File: src/hdl/assert_macros.svh
// assertion macros used by the drive sequencer rtl
`ifndef ASSERT_MACROS_SVH
`define ASSERT_MACROS_SVH

// clocked check, masked while reset is asserted
`define ASSERT_CLK(label, clk, rst_n, prop, msg) \
    label: assert property (@(posedge clk) disable iff (!rst_n) prop) \
        else $error(msg);

// clocked check that also holds through reset
`define ASSERT_CLK_ALWAYS(label, clk, prop, msg) \
    label: assert property (@(posedge clk) prop) \
        else $error(msg);

`endif

File: src/hdl/ebds_pkg.sv
// types and constants of the encoder balanced drive sequencer
`default_nettype none

package ebds_pkg;

    localparam int COUNT_BITS_DEF = 16;
    localparam int TICKS_W        = 16;
    localparam int INCH_W         = 5;
    localparam int PAUSE_W        = 24;
    localparam int CFG_DATA_W     = 24;
    localparam int CFG_INDEX_W    = 3;

    // target = floor(inches * ticks_milli / 1000), by reciprocal multiply
    localparam int PROD_W      = INCH_W + TICKS_W;
    localparam int RECIP_W     = 22;
    localparam int RECIP_SHIFT = 31;
    localparam int QUOT_FULL_W = PROD_W + RECIP_W;
    localparam int TARGET_W    = 11;
    localparam logic [RECIP_W-1:0] RECIP_1000 = RECIP_W'((64'd1 << RECIP_SHIFT) / 1000 + 1);

    localparam logic [TICKS_W-1:0] TPIM_RESET      = 16'd46314;
    localparam logic [TICKS_W-1:0] RIGHT_TURN_RESET = 16'd235;
    localparam logic [TICKS_W-1:0] LEFT_TURN_RESET  = 16'd230;
    localparam logic [PAUSE_W-1:0] PAUSE_RESET      = 24'd100000;

    // motor bits
    localparam logic [3:0] M_LEN  = 4'b0001;
    localparam logic [3:0] M_REN  = 4'b0010;
    localparam logic [3:0] M_LREV = 4'b0100;
    localparam logic [3:0] M_RREV = 4'b1000;

    typedef enum logic [CFG_INDEX_W-1:0] {
        REG_Y_INCHES   = 3'd0,
        REG_Y_NEGATIVE = 3'd1,
        REG_X_INCHES   = 3'd2,
        REG_X_NEGATIVE = 3'd3,
        REG_TPIM       = 3'd4,
        REG_RIGHT_TURN = 3'd5,
        REG_LEFT_TURN  = 3'd6,
        REG_PAUSE      = 3'd7
    } cfg_reg_t;

    typedef enum logic [2:0] {
        PH_IDLE  = 3'd0,
        PH_LEG1  = 3'd1,
        PH_PAUSE = 3'd2,
        PH_PIVOT = 3'd3,
        PH_LEG2  = 3'd4,
        PH_DONE  = 3'd5
    } phase_t;

    typedef struct packed {
        logic left_enc_level;
        logic right_enc_level;
        logic start_button;
    } poll_t;

    typedef struct packed {
        logic               left_enable;
        logic               right_enable;
        logic               left_reverse;
        logic               right_reverse;
        logic [2:0]         phase_now;
        logic [TICKS_W-1:0] left_ticks;
        logic [TICKS_W-1:0] right_ticks;
    } drive_t;

endpackage

`default_nettype wire

File: src/hdl/ebds_chan_if.sv
// valid/ready channel carrying one payload item per transfer
`default_nettype none

interface ebds_chan_if #(
    parameter type payload_t = logic
) ();

    logic     valid;
    logic     ready;
    payload_t data;

    modport source (
        output valid,
        output data,
        input  ready
    );

    modport sink (
        input  valid,
        input  data,
        output ready
    );

endinterface

`default_nettype wire

File: src/hdl/encoder_balanced_drive_sequencer.sv
// two-leg drive sequencer with encoder edge counting and wheel balancing
// a polled item is held in the input register, then its result in the result register, before it is offered
// throughput: one poll per cycle while drive is not stalled, set by the single pass between the two registers
// leg targets follow a config write through the product register, then the target register
// reset: asynchronous active-low rst_n; idle phase, counts and pins cleared, motors off,
// config registers at their defaults
`default_nettype none
`include "assert_macros.svh"

module encoder_balanced_drive_sequencer
    import ebds_pkg::*;
#(
    parameter int COUNT_BITS = COUNT_BITS_DEF
) (
    input  wire logic                   clk,
    input  wire logic                   rst_n,
    input  wire logic                   cfg_wr_en,
    input  wire logic [CFG_INDEX_W-1:0] cfg_index,
    input  wire logic [CFG_DATA_W-1:0]  cfg_wdata,
    ebds_chan_if.sink                   poll,
    ebds_chan_if.source                 drive
);

    localparam int CMP_W = (COUNT_BITS > TICKS_W) ? COUNT_BITS : TICKS_W;

    // configuration registers
    logic [INCH_W-1:0]  y_inches_reg, y_inches_next;
    logic               y_neg_reg, y_neg_next;
    logic [INCH_W-1:0]  x_inches_reg, x_inches_next;
    logic               x_neg_reg, x_neg_next;
    logic [TICKS_W-1:0] tpim_reg, tpim_next;
    logic [TICKS_W-1:0] right_turn_reg, right_turn_next;
    logic [TICKS_W-1:0] left_turn_reg, left_turn_next;
    logic [PAUSE_W-1:0] pause_items_reg, pause_items_next;

    // leg targets
    logic [PROD_W-1:0]      y_prod_reg, y_prod_next;
    logic [PROD_W-1:0]      x_prod_reg, x_prod_next;
    logic [QUOT_FULL_W-1:0] y_quot_full, x_quot_full;
    logic [TARGET_W-1:0]    y_target_reg, y_target_next;
    logic [TARGET_W-1:0]    x_target_reg, x_target_next;

    // handshake
    logic   s1_valid_reg, s1_valid_next;
    poll_t  s1_reg, s1_next;
    logic   out_valid_reg, out_valid_next;
    drive_t drive_reg, drive_next;
    logic   advance;
    logic   process;
    logic   poll_xfer;

    // sequencer state
    phase_t                phase_reg, phase_next;
    logic [COUNT_BITS-1:0] lc_reg, lc_next, lc_inc;
    logic [COUNT_BITS-1:0] rc_reg, rc_next, rc_inc;
    logic                  ll_reg, ll_next;
    logic                  rl_reg, rl_next;
    logic                  bl_reg, bl_next;
    logic [PAUSE_W-1:0]    pause_cnt_reg, pause_cnt_next;
    logic [3:0]            motor_reg, motor_next;

    // decisions
    logic              counting;
    logic              press;
    logic [CMP_W-1:0]  lc_cmp, rc_cmp, y_tgt_cmp, x_tgt_cmp, lim_cmp;
    logic [CMP_W-1:0]  lc_out, rc_out;
    logic [3:0]        bal_bits;
    logic [3:0]        pivot_dir;
    logic              leg1_end;
    logic              pause_done;
    logic              pivot_end;
    logic              leg2_end;

    // configuration writes
    always_comb
    begin
        y_inches_next    = y_inches_reg;
        y_neg_next       = y_neg_reg;
        x_inches_next    = x_inches_reg;
        x_neg_next       = x_neg_reg;
        tpim_next        = tpim_reg;
        right_turn_next  = right_turn_reg;
        left_turn_next   = left_turn_reg;
        pause_items_next = pause_items_reg;
        if (cfg_wr_en)
        begin
            case (cfg_index)
                REG_Y_INCHES:   y_inches_next    = cfg_wdata[INCH_W-1:0];
                REG_Y_NEGATIVE: y_neg_next       = cfg_wdata[0];
                REG_X_INCHES:   x_inches_next    = cfg_wdata[INCH_W-1:0];
                REG_X_NEGATIVE: x_neg_next       = cfg_wdata[0];
                REG_TPIM:       tpim_next        = cfg_wdata[TICKS_W-1:0];
                REG_RIGHT_TURN: right_turn_next  = cfg_wdata[TICKS_W-1:0];
                REG_LEFT_TURN:  left_turn_next   = cfg_wdata[TICKS_W-1:0];
                REG_PAUSE:      pause_items_next = cfg_wdata[PAUSE_W-1:0];
                default:        y_inches_next    = y_inches_reg;
            endcase
        end
    end

    // targets from the values being written; the registered product is divided by 1000
    assign y_prod_next   = PROD_W'(y_inches_next) * PROD_W'(tpim_next);
    assign x_prod_next   = PROD_W'(x_inches_next) * PROD_W'(tpim_next);
    assign y_quot_full   = QUOT_FULL_W'(y_prod_reg) * QUOT_FULL_W'(RECIP_1000);
    assign x_quot_full   = QUOT_FULL_W'(x_prod_reg) * QUOT_FULL_W'(RECIP_1000);
    assign y_target_next = y_quot_full[RECIP_SHIFT +: TARGET_W];
    assign x_target_next = x_quot_full[RECIP_SHIFT +: TARGET_W];

    // transfer control
    assign advance    = !out_valid_reg || drive.ready;
    assign poll.ready = !s1_valid_reg || advance;
    assign poll_xfer  = poll.valid && poll.ready;
    assign process    = s1_valid_reg && advance;

    always_comb
    begin
        s1_next = poll_xfer ? poll.data : s1_reg;
        if (poll_xfer)
        begin
            s1_valid_next = 1'b1;
        end
        else if (advance)
        begin
            s1_valid_next = 1'b0;
        end
        else
        begin
            s1_valid_next = s1_valid_reg;
        end
        if (process)
        begin
            out_valid_next = 1'b1;
        end
        else if (drive.ready)
        begin
            out_valid_next = 1'b0;
        end
        else
        begin
            out_valid_next = out_valid_reg;
        end
    end

    // edge counting and decisions
    assign counting = (phase_reg == PH_LEG1) || (phase_reg == PH_PIVOT)
                   || (phase_reg == PH_LEG2);
    assign press    = s1_reg.start_button && !bl_reg;

    assign lc_inc = (counting && s1_reg.left_enc_level && !ll_reg && (lc_reg != '1))
                  ? lc_reg + COUNT_BITS'(1) : lc_reg;
    assign rc_inc = (counting && s1_reg.right_enc_level && !rl_reg && (rc_reg != '1))
                  ? rc_reg + COUNT_BITS'(1) : rc_reg;

    assign lc_cmp    = CMP_W'(lc_inc);
    assign rc_cmp    = CMP_W'(rc_inc);
    assign y_tgt_cmp = CMP_W'(y_target_reg);
    assign x_tgt_cmp = CMP_W'(x_target_reg);
    assign lim_cmp   = x_neg_reg ? CMP_W'(left_turn_reg) : CMP_W'(right_turn_reg);

    assign bal_bits  = ((lc_cmp > rc_cmp) ? 4'b0000 : M_LEN)
                     | ((rc_cmp > lc_cmp) ? 4'b0000 : M_REN);
    assign pivot_dir = x_neg_reg ? M_LREV : M_RREV;

    assign leg1_end   = y_neg_reg ? ((lc_cmp >= y_tgt_cmp) || (rc_cmp >= y_tgt_cmp))
                                  : ((lc_cmp > y_tgt_cmp) && (rc_cmp > y_tgt_cmp));
    assign pause_done = !(pause_cnt_reg < pause_items_reg);
    assign pivot_end  = (lc_cmp >= lim_cmp) || (rc_cmp >= lim_cmp);
    assign leg2_end   = (lc_cmp > x_tgt_cmp) && (rc_cmp > x_tgt_cmp);

    // next phase
    always_comb
    begin
        phase_next = phase_reg;
        if (process)
        begin
            case (phase_reg)
                PH_IDLE:  phase_next = press ? PH_LEG1 : PH_IDLE;
                PH_LEG1:  phase_next = leg1_end ? PH_PAUSE : PH_LEG1;
                PH_PAUSE: phase_next = pause_done ? PH_PIVOT : PH_PAUSE;
                PH_PIVOT: phase_next = pivot_end ? PH_LEG2 : PH_PIVOT;
                PH_LEG2:  phase_next = leg2_end ? PH_DONE : PH_LEG2;
                default:  phase_next = PH_DONE;
            endcase
        end
    end

    // counts, pause timer and motor bits
    always_comb
    begin
        ll_next        = ll_reg;
        rl_next        = rl_reg;
        bl_next        = bl_reg;
        lc_next        = lc_reg;
        rc_next        = rc_reg;
        pause_cnt_next = pause_cnt_reg;
        motor_next     = motor_reg;
        if (process)
        begin
            ll_next = s1_reg.left_enc_level;
            rl_next = s1_reg.right_enc_level;
            bl_next = s1_reg.start_button;
            lc_next = lc_inc;
            rc_next = rc_inc;
            case (phase_reg)
                PH_IDLE:
                begin
                    if (press)
                    begin
                        lc_next = COUNT_BITS'(s1_reg.left_enc_level);
                        rc_next = COUNT_BITS'(s1_reg.right_enc_level);
                    end
                end
                PH_LEG1:
                begin
                    if (leg1_end)
                    begin
                        motor_next     = y_neg_reg ? (M_LREV | M_RREV) : 4'b0000;
                        pause_cnt_next = '0;
                    end
                    else
                    begin
                        motor_next = bal_bits | (y_neg_reg ? (M_LREV | M_RREV) : 4'b0000);
                    end
                end
                PH_PAUSE:
                begin
                    if (pause_done)
                    begin
                        motor_next = pivot_dir;
                        lc_next    = COUNT_BITS'(s1_reg.left_enc_level);
                        rc_next    = COUNT_BITS'(s1_reg.right_enc_level);
                    end
                    else
                    begin
                        pause_cnt_next = pause_cnt_reg + PAUSE_W'(1);
                    end
                end
                PH_PIVOT:
                begin
                    if (pivot_end)
                    begin
                        motor_next = pivot_dir;
                        lc_next    = COUNT_BITS'(s1_reg.left_enc_level);
                        rc_next    = COUNT_BITS'(s1_reg.right_enc_level);
                    end
                    else
                    begin
                        motor_next = bal_bits | pivot_dir;
                    end
                end
                PH_LEG2:
                begin
                    motor_next = leg2_end ? 4'b0000 : bal_bits;
                end
                default:
                begin
                    motor_next = motor_reg & (M_LREV | M_RREV);
                end
            endcase
        end
    end

    // result item
    assign lc_out = CMP_W'(lc_next);
    assign rc_out = CMP_W'(rc_next);

    always_comb
    begin
        drive_next = drive_reg;
        if (process)
        begin
            drive_next.left_enable   = motor_next[0];
            drive_next.right_enable  = motor_next[1];
            drive_next.left_reverse  = motor_next[2];
            drive_next.right_reverse = motor_next[3];
            drive_next.phase_now     = phase_next;
            drive_next.left_ticks    = lc_out[TICKS_W-1:0];
            drive_next.right_ticks   = rc_out[TICKS_W-1:0];
        end
    end

    assign drive.valid = out_valid_reg;
    assign drive.data  = drive_reg;

    always_ff @(posedge clk or negedge rst_n)
    begin
        if (!rst_n)
        begin
            y_inches_reg    <= '0;
            y_neg_reg       <= 1'b0;
            x_inches_reg    <= '0;
            x_neg_reg       <= 1'b0;
            tpim_reg        <= TPIM_RESET;
            right_turn_reg  <= RIGHT_TURN_RESET;
            left_turn_reg   <= LEFT_TURN_RESET;
            pause_items_reg <= PAUSE_RESET;
            y_prod_reg      <= '0;
            x_prod_reg      <= '0;
            y_target_reg    <= '0;
            x_target_reg    <= '0;
            s1_valid_reg    <= 1'b0;
            out_valid_reg   <= 1'b0;
            phase_reg       <= PH_IDLE;
            lc_reg          <= '0;
            rc_reg          <= '0;
            ll_reg          <= 1'b0;
            rl_reg          <= 1'b0;
            bl_reg          <= 1'b0;
            pause_cnt_reg   <= '0;
            motor_reg       <= '0;
        end
        else
        begin
            y_inches_reg    <= y_inches_next;
            y_neg_reg       <= y_neg_next;
            x_inches_reg    <= x_inches_next;
            x_neg_reg       <= x_neg_next;
            tpim_reg        <= tpim_next;
            right_turn_reg  <= right_turn_next;
            left_turn_reg   <= left_turn_next;
            pause_items_reg <= pause_items_next;
            y_prod_reg      <= y_prod_next;
            x_prod_reg      <= x_prod_next;
            y_target_reg    <= y_target_next;
            x_target_reg    <= x_target_next;
            s1_valid_reg    <= s1_valid_next;
            out_valid_reg   <= out_valid_next;
            phase_reg       <= phase_next;
            lc_reg          <= lc_next;
            rc_reg          <= rc_next;
            ll_reg          <= ll_next;
            rl_reg          <= rl_next;
            bl_reg          <= bl_next;
            pause_cnt_reg   <= pause_cnt_next;
            motor_reg       <= motor_next;
        end
    end

    // payload registers
    always_ff @(posedge clk)
    begin
        s1_reg    <= s1_next;
        drive_reg <= drive_next;
    end

    `ASSERT_CLK(a_done_holds, clk, rst_n,
        (phase_reg == PH_DONE) |=> (phase_reg == PH_DONE), "done phase left")

    `ASSERT_CLK_ALWAYS(a_done_motors_off, clk,
        (phase_reg == PH_DONE) |-> (motor_reg[1:0] == 2'b00), "motor enabled in done phase")

    `ASSERT_CLK(a_pause_counts_still, clk, rst_n,
        (process && (phase_reg == PH_PAUSE) && !pause_done)
            |=> ($stable(lc_reg) && $stable(rc_reg)),
        "counts moved during pause")

    `ASSERT_CLK(a_result_from_item, clk, rst_n,
        $rose(out_valid_reg) |-> $past(s1_valid_reg), "result offered without a held poll")

endmodule

`default_nettype wire

File: src/flat_wrapper.sv
// flat-port wrapper written by rule: the top's interface ports become plain ports
module encoder_balanced_drive_sequencer_flat import ebds_pkg::*;
#(
    parameter int COUNT_BITS = COUNT_BITS_DEF
)
  (clk, rst_n, cfg_wr_en, cfg_index, cfg_wdata, poll_valid, poll_data, poll_ready, drive_valid, drive_data, drive_ready);
  ebds_chan_if #(.payload_t(poll_t)) poll_i ();
  ebds_chan_if #(.payload_t(drive_t)) drive_i ();
  input  wire logic clk;
  input  wire logic rst_n;
  input  wire logic cfg_wr_en;
  input  wire logic [CFG_INDEX_W-1:0] cfg_index;
  input  wire logic [CFG_DATA_W-1:0] cfg_wdata;
  input wire logic [$bits(poll_i.valid)-1:0] poll_valid;
  input wire logic [$bits(poll_i.data)-1:0] poll_data;
  output wire logic [$bits(poll_i.ready)-1:0] poll_ready;
  output wire logic [$bits(drive_i.valid)-1:0] drive_valid;
  output wire logic [$bits(drive_i.data)-1:0] drive_data;
  input wire logic [$bits(drive_i.ready)-1:0] drive_ready;
  assign poll_i.valid = poll_valid;
  assign poll_i.data = poll_data;
  assign poll_ready = poll_i.ready;
  assign drive_valid = drive_i.valid;
  assign drive_data = drive_i.data;
  assign drive_i.ready = drive_ready;
  encoder_balanced_drive_sequencer #(.COUNT_BITS(COUNT_BITS)) u_core (.clk(clk), .rst_n(rst_n), .cfg_wr_en(cfg_wr_en), .cfg_index(cfg_index), .cfg_wdata(cfg_wdata), .poll(poll_i), .drive(drive_i));
endmodule
File: config.mk
export PLATFORM = sky130hd
export DESIGN_NAME = encoder_balanced_drive_sequencer_flat
export DESIGN_NICKNAME = d
export VERILOG_FILES = /design/src/hdl/ebds_pkg.sv /design/src/hdl/ebds_chan_if.sv /design/src/hdl/encoder_balanced_drive_sequencer.sv /design/src/flat_wrapper.sv
export VERILOG_INCLUDE_DIRS = /design/src /design/src/hdl
export SDC_FILE = /design/constraint.sdc
export NUM_CORES = 2
export LEC_CHECK = 0
export BUFFER_PORTS_ARGS = -buffer_cell sky130_fd_sc_hd__buf_2
export CAP_MARGIN = 20
export CORE_AREA = 2 2 286 288
export DETAILED_ROUTE_END_ITERATION = 8
export DIE_AREA = 0 0 288 290
export GPL_TIMING_DRIVEN = 0
export SETUP_SLACK_MARGIN = 0.02
export SLEW_MARGIN = 10
export SYNTH_ARGS = -nofsm -noshare
export SYNTH_HDL_FRONTEND = slang
export SYNTH_SLANG_ARGS = --single-unit
File: constraint.sdc
create_clock -name clk -period 7.6 [get_ports clk]
set_input_delay 0.38 -clock clk [delete_from_list [all_inputs] [get_ports clk]]
set_output_delay 0.38 -clock clk [all_outputs]
set_load 0.1 [all_outputs]
Word-level counts from Yosys, hierarchy flattened:

Cells that the tools add are included.
W data, S select, Z words.

* bits in latches: 0
* RAM bits: 0
* logic and storage cells: 145
* output and inout port bits: 41
* input port bits: 35
* ROM bits: 0
* memories kept: 0
* register bits: 258

* muxes and demuxes: 44
* shift-type cells: 0
* $mul: 4
* bitwise operators: 3
* eq/ne operators: 15
* reductions and logical operators: 33
* add/subtract/negate cells: 3
* div/mod/pow operators: 0
* $lt $le $gt $ge: 11

Operators with widths (count)
* $mux W16: 13
* $pmux W16 S3: 2
* $mul A21 B20 Y40 const B: 2
* $gt A16 B11 Y1: 4
* $mux W24: 2
* $pmux W24 S2: 1
* $mul A5 B16 Y21: 2
* $add A16 B1 Y16 const B: 2
* $ge A16 B11 Y1: 2
* $ge A16 B16 Y1: 2
* $gt A16 B16 Y1: 2
* $ne A16 B16 Y1 const B: 2
* $mux W4: 7
* $add A24 B1 Y24 const B: 1
* $lt A24 B24 Y1: 1
* $mux W5: 4
* $pmux W4 S5: 1
* $eq A3 B3 Y1 const B: 5
* $pmux W3 S5: 1
* $eq A3 B2 Y1 const B: 4
* $or A4 B4 Y4: 3
* $logic_and A1 B1 Y1: 11
* $reduce_and A2 Y1: 5
* $mux W1: 9
* other kinds (9): 25

Logic depth before layout (Yosys ltp):

* depth in word-level cells: 14
* gate-level depth with buffers: 22
* depth with buffers taken out: 22

Least setup slack after synthesis:

Ideal clock, no wire load.

* kind: input port to flip-flop
* start: input port cfg_wr_en
* end: register u_core.x_prod_reg[19]
* slack: 1.588 ns
* cell stages on the path: 21
* buffers on the path: 2
* data required time: 7.520 ns
* arrival: 5.932 ns
* path through: clkbuf_1 > nand2_1 > nor3_1 > clkbuf_1 > mux2i_1 > nor2_1 > fa_1 > fa_1 > inv_1 > fa_1 > inv_1 > ha_1 > nor3_1 > nor2_1 > a31o_2 > nand2_1 > a21oi_1 > o31a_1 > a41o_1 > o41ai_1 > xnor2_1

* cells in the longest elaborated chain, start to end: 2

RTL lines
* start, declared: line flat_wrapper.sv:11 `input wire logic cfg_wr_en;`
* $mux W5 or $mux W16 (tied branches): line encoder_balanced_drive_sequencer.sv:85 `if (cfg_wr_en)`
* $mul A5 B16 Y21 (*): line encoder_balanced_drive_sequencer.sv:103 `assign x_prod_next = PROD_W'(x_inches_next) * PROD_W'(tpim_next);`
* net u_core.x_prod_next[19]: line encoder_balanced_drive_sequencer.sv:38 `logic [PROD_W-1:0] x_prod_reg, x_prod_next;`
* end signal, assigned: line encoder_balanced_drive_sequencer.sv:323 `x_prod_reg <= x_prod_next;`
* end, declared: line encoder_balanced_drive_sequencer.sv:38

The timed path passes the listed nets; every way through them passes the cells marked *.
A chain may end at the register's enable or synchronous reset.

Final worst setup path:

* start: input port cfg_index[2]
* end: register u_core.x_prod_reg[19]

* cells in the longest elaborated chain, start to end: 4

RTL lines
* start, declared: line flat_wrapper.sv:12 `input wire logic [CFG_INDEX_W-1:0] cfg_index;`
* $eq A3 B2 Y1: line encoder_balanced_drive_sequencer.sv:87 `case (cfg_index)`
* $mux W5: line encoder_balanced_drive_sequencer.sv:87
* $mux W5: line encoder_balanced_drive_sequencer.sv:85
* net u_core.x_inches_next[3]: line encoder_balanced_drive_sequencer.sv:29 `logic [INCH_W-1:0] x_inches_reg, x_inches_next;`
* $mul A5 B16 Y21: line encoder_balanced_drive_sequencer.sv:103
* net u_core.x_prod_next[19]: line encoder_balanced_drive_sequencer.sv:38

The timed path passes the listed nets, and every way through them passes these cells.

==> impl_results.md <==
* Outcome: completed
* Synth-to-layout area growth at 10.4%
* Tmin final at roughly 6800 ps
* Setup TNS at 0 ps
* Slowest stage cell, crit path: mux2i_1
* CP peak stage delay at between 900 and 1000 ps
* Share of cells above drive strength 1 at 0.0839
* Hold WS at about 48 ps
* WS Path Type: primary input to flop
* Final Cycle Share at 0.889
* 1st-iter DRT viols at ~1000
* Top cell family by delay on the critical path: adder cells
* Tot GR Track Use at 0.163
* Post-Synth Adder-Cell Area at 0.421
* Sequential area share after synthesis at 0.240
* CP arrival at roughly 7300 ps
* Critical Path RT at between 8000 and 9000 ps
* Bufs on Longest Clock Path at 3
* Routed Antenna Nets at 0
* Routability cong. at a little under 0.9
* Wire per inst at between 15 and 20 um
* Number of global-route vias before repair at 20000
* Num ports at between 70 and 80
* Slew @ Worst Pin at 1120 ps
* Num CTS Buffers at 30
* CTS tree: built
* Startpoint types: primary input
* MaxCap Viol Count at 0
* Vias/cell at roughly 5
* Grt ovf at 0
* Fin nets at 3735
* Initial antenna violation count at 7
* Largest net degree at the start of global routing at 109
* Critical path peak fanout at 9
* Max transition margin at 0.235
* Fill cells at 8034
* Crit path buffers/inverters at 3
* Mux cell area share after synthesis at 0.0430
* Cell Chain, Critical Path: buf_2, nand2b_1, nor3b_1, mux2i_1, clkinv_1, nand2_1, fa_1, fa_1, fa_1, inv_1, ha_1, a21oi_1, o211ai_1, a31o_2, nand2_1, a21oi_1, o31a_1, a41o_1, o41ai_1, xnor2_1
* Unique masters post-synth at between 80 and 90
* Compound-Gate Fraction of Synth Area at 0.0877
* Syn nets at ~3600
* First-pass GRT wire length at around 110 mm
* Die area at around 0.084 sq mm
* Clock transition at the registers of the reported paths at roughly 60 ps
* Largest family of logic cells by synthesized area: adder cells
* RSZ-0062 raised after global routing: no
* Final worst setup slack at 841 ps
* Most frequent cells in the layout: 562 x inv_1, 514 x ha_1, 266 x fa_1, 192 x nand2_1, 190 x dfrtp_1
* Most common cell after layout, fill and taps aside: inv_1
* Post-synth EDFFs at 42
* Placeable Area at ~0.08 sq mm
* Rows at roughly 100
* Max reg flops at 39
* Initial Utilization at 0.349
* Pre-CTS setup slack at about 370 ps
* Fmax at approximately 150 MHz
* Drt pass-1 iters at 5
* Share of synthesized flip-flops with an asynchronous set or reset at 0.837
* Clk_skew at ~44 ps
* Syn Inst Count at 2799
* Final WL at roughly 67 mm
* Worst skew pair latency at ~600 ps
* Synthesized area per cell at about 10 sq um
* CTS Sinks at around 260
* Predominant post-synthesis flop cell: dfrtp_1
* Yosys Warn Count at 0
* Post-CTS resize count at 0
* Most frequent CP cell: fa_1
* Clk root buf: clkbuf_16
* Final setup fails at 0
* Simple-Gate Fraction of Synth Area at 0.0996
* Hold crit path type: primary input to flop
* DRC viols at 0
* Netlist Area Pre-Place at 0.0279 sq mm
* Flop-to-flop setup slack at about 1200 ps
* Die width at between 200 and 300 um
* Yosys reg bits at 258
* DP HPWL at approximately 55 mm
* Setup crit end kind: flop
* Area share of xor/xnor cells in the synthesized design at 0.0248
* Hold Vio Cnt, Final at 0
* Vias at slightly below 20000
* H-tree levels at 1
* Final Core Density at 0.385
* Pins over their slew limit at 0
* I/O Buffers at around 70
* Die Y at roughly 290 um
synthesized netlist by cell type, drive strengths merged, types with 6 or more instances:
library cell / count / area (sq um)
o21ai: 73 / 365
a211oi: 9 / 67.6
nand2b: 16 / 100
mux2: 62 / 702
a22o: 8 / 70.1
a221oi: 6 / 52.6
dfrtp: 190 / 4750
nor2: 163 / 612
and3: 21 / 131
nand3: 42 / 210
a21boi: 6 / 45.0
o22ai: 9 / 56.3
mux2i: 50 / 500
nor4: 9 / 56.3
xor2: 22 / 193
nor2b: 19 / 119
or3: 11 / 68.8
ha: 514 / 6430
and2: 12 / 76.3
inv: 562 / 2110
a21oi: 87 / 447
o211ai: 11 / 82.6
edfxtp: 42 / 1260
a31oi: 11 / 75.1
a21o: 47 / 353
a22oi: 7 / 52.6
or2: 6 / 37.5
fa: 266 / 5330
nor3: 36 / 185
dfstp: 26 / 683
xnor2: 57 / 499
o31ai: 33 / 248
buf: 11 / 71.3
clkinv: 6 / 22.5
or4: 11 / 82.6
nand2: 192 / 721
nand4: 35 / 219
a2111oi: 6 / 96.3
clkbuf: 36 / 135
cell type report:
class | instances | area, sq um | share of cell area
Antenna cell | 1 | 2.50 | 0.0000812
Buffer | 47 | 208 | 0.00674
Clock buffer | 41 | 842 | 0.0273
Clock inverter | 15 | 140 | 0.00454
Inverter | 568 | 2130 | 0.0691
Multi-Input combinational cell | 1926 | 18900 | 0.613
Sequential cell | 258 | 6700 | 0.217
Tap cell | 1060 | 1330 | 0.0430
Timing Repair Buffer | 89 | 581 | 0.0188
worst register-to-register path, cell delays in order, from the launching register on:
cell and delay (ps):
dfrtp_1 590, ha_1 310, ha_1 170, inv_1 120, fa_1 460, fa_1 540
inv_1 50, fa_1 450, fa_1 490, inv_1 50, fa_1 470, inv_1 40
ha_1 280, nand4_1 160, nor4_1 400, nor2_1 80, a31oi_1 270, a31oi_1 180
a2111oi_0 590, o21a_1 220, o21ai_0 120, nor2b_1 160, xnor2_1 110
through the flow:
step	area [sq um]	std cells
6_report	30800	4005
3_3_place_gp	29600	3931
3_5_place_dp	29700	3935
2_1_floorplan	27900	2799
5_1_grt	30800	4005
4_1_cts	30800	4000
metal layers:
layer | part of all wire | GRT usage | vias up
met4 | 0.016 | 0.0294 | 12
li1 | - | - | 9597
met3 | 0.051 | 0.0283 | 81
met1 | 0.47 | 0.229 | 9746
met2 | 0.46 | 0.265 | 353
met5 | 0.0013 | 0 | -
worst paths after layout:
check,startpoint,cells past startpoint,end
setup / recovery,cfg_index[2],20,u_core.x_prod_reg[19]
hold / removal,cfg_wdata[23],2,u_core.pause_items_reg[23]
setup reg to reg,u_core.y_prod_reg[6],22,u_core.y_target_reg[9]
hold reg to reg,u_core.ll_reg,2,u_core.ll_reg
max in group asynchronous,rst_n,4,u_core.tpim_reg[1]
min in group asynchronous,rst_n,2,u_core.y_target_reg[1]
kinds of logic after synthesis:
| group | after synthesis |
|---|---|
| muxes | 112 |
| DFF | 258 |
| adders and majority gates | 782 |
| and+or+nand+nor | 593 |
| AOI/OAI and AO/OA | 360 |
| buffers and inverters | 615 |
| xor gates and xnor gates | 79 |
repair_timing:
action                                  in CTS  in global routing
buffers inserted                             0                  0
hold buffers                                 9                  0
hold endpoints to repair                   116                  0
endpoints found under the setup margin       0                  0
Power is not shown: default switching activity piles up to over one toggle a cycle in this logic, so the estimate is an artifact.
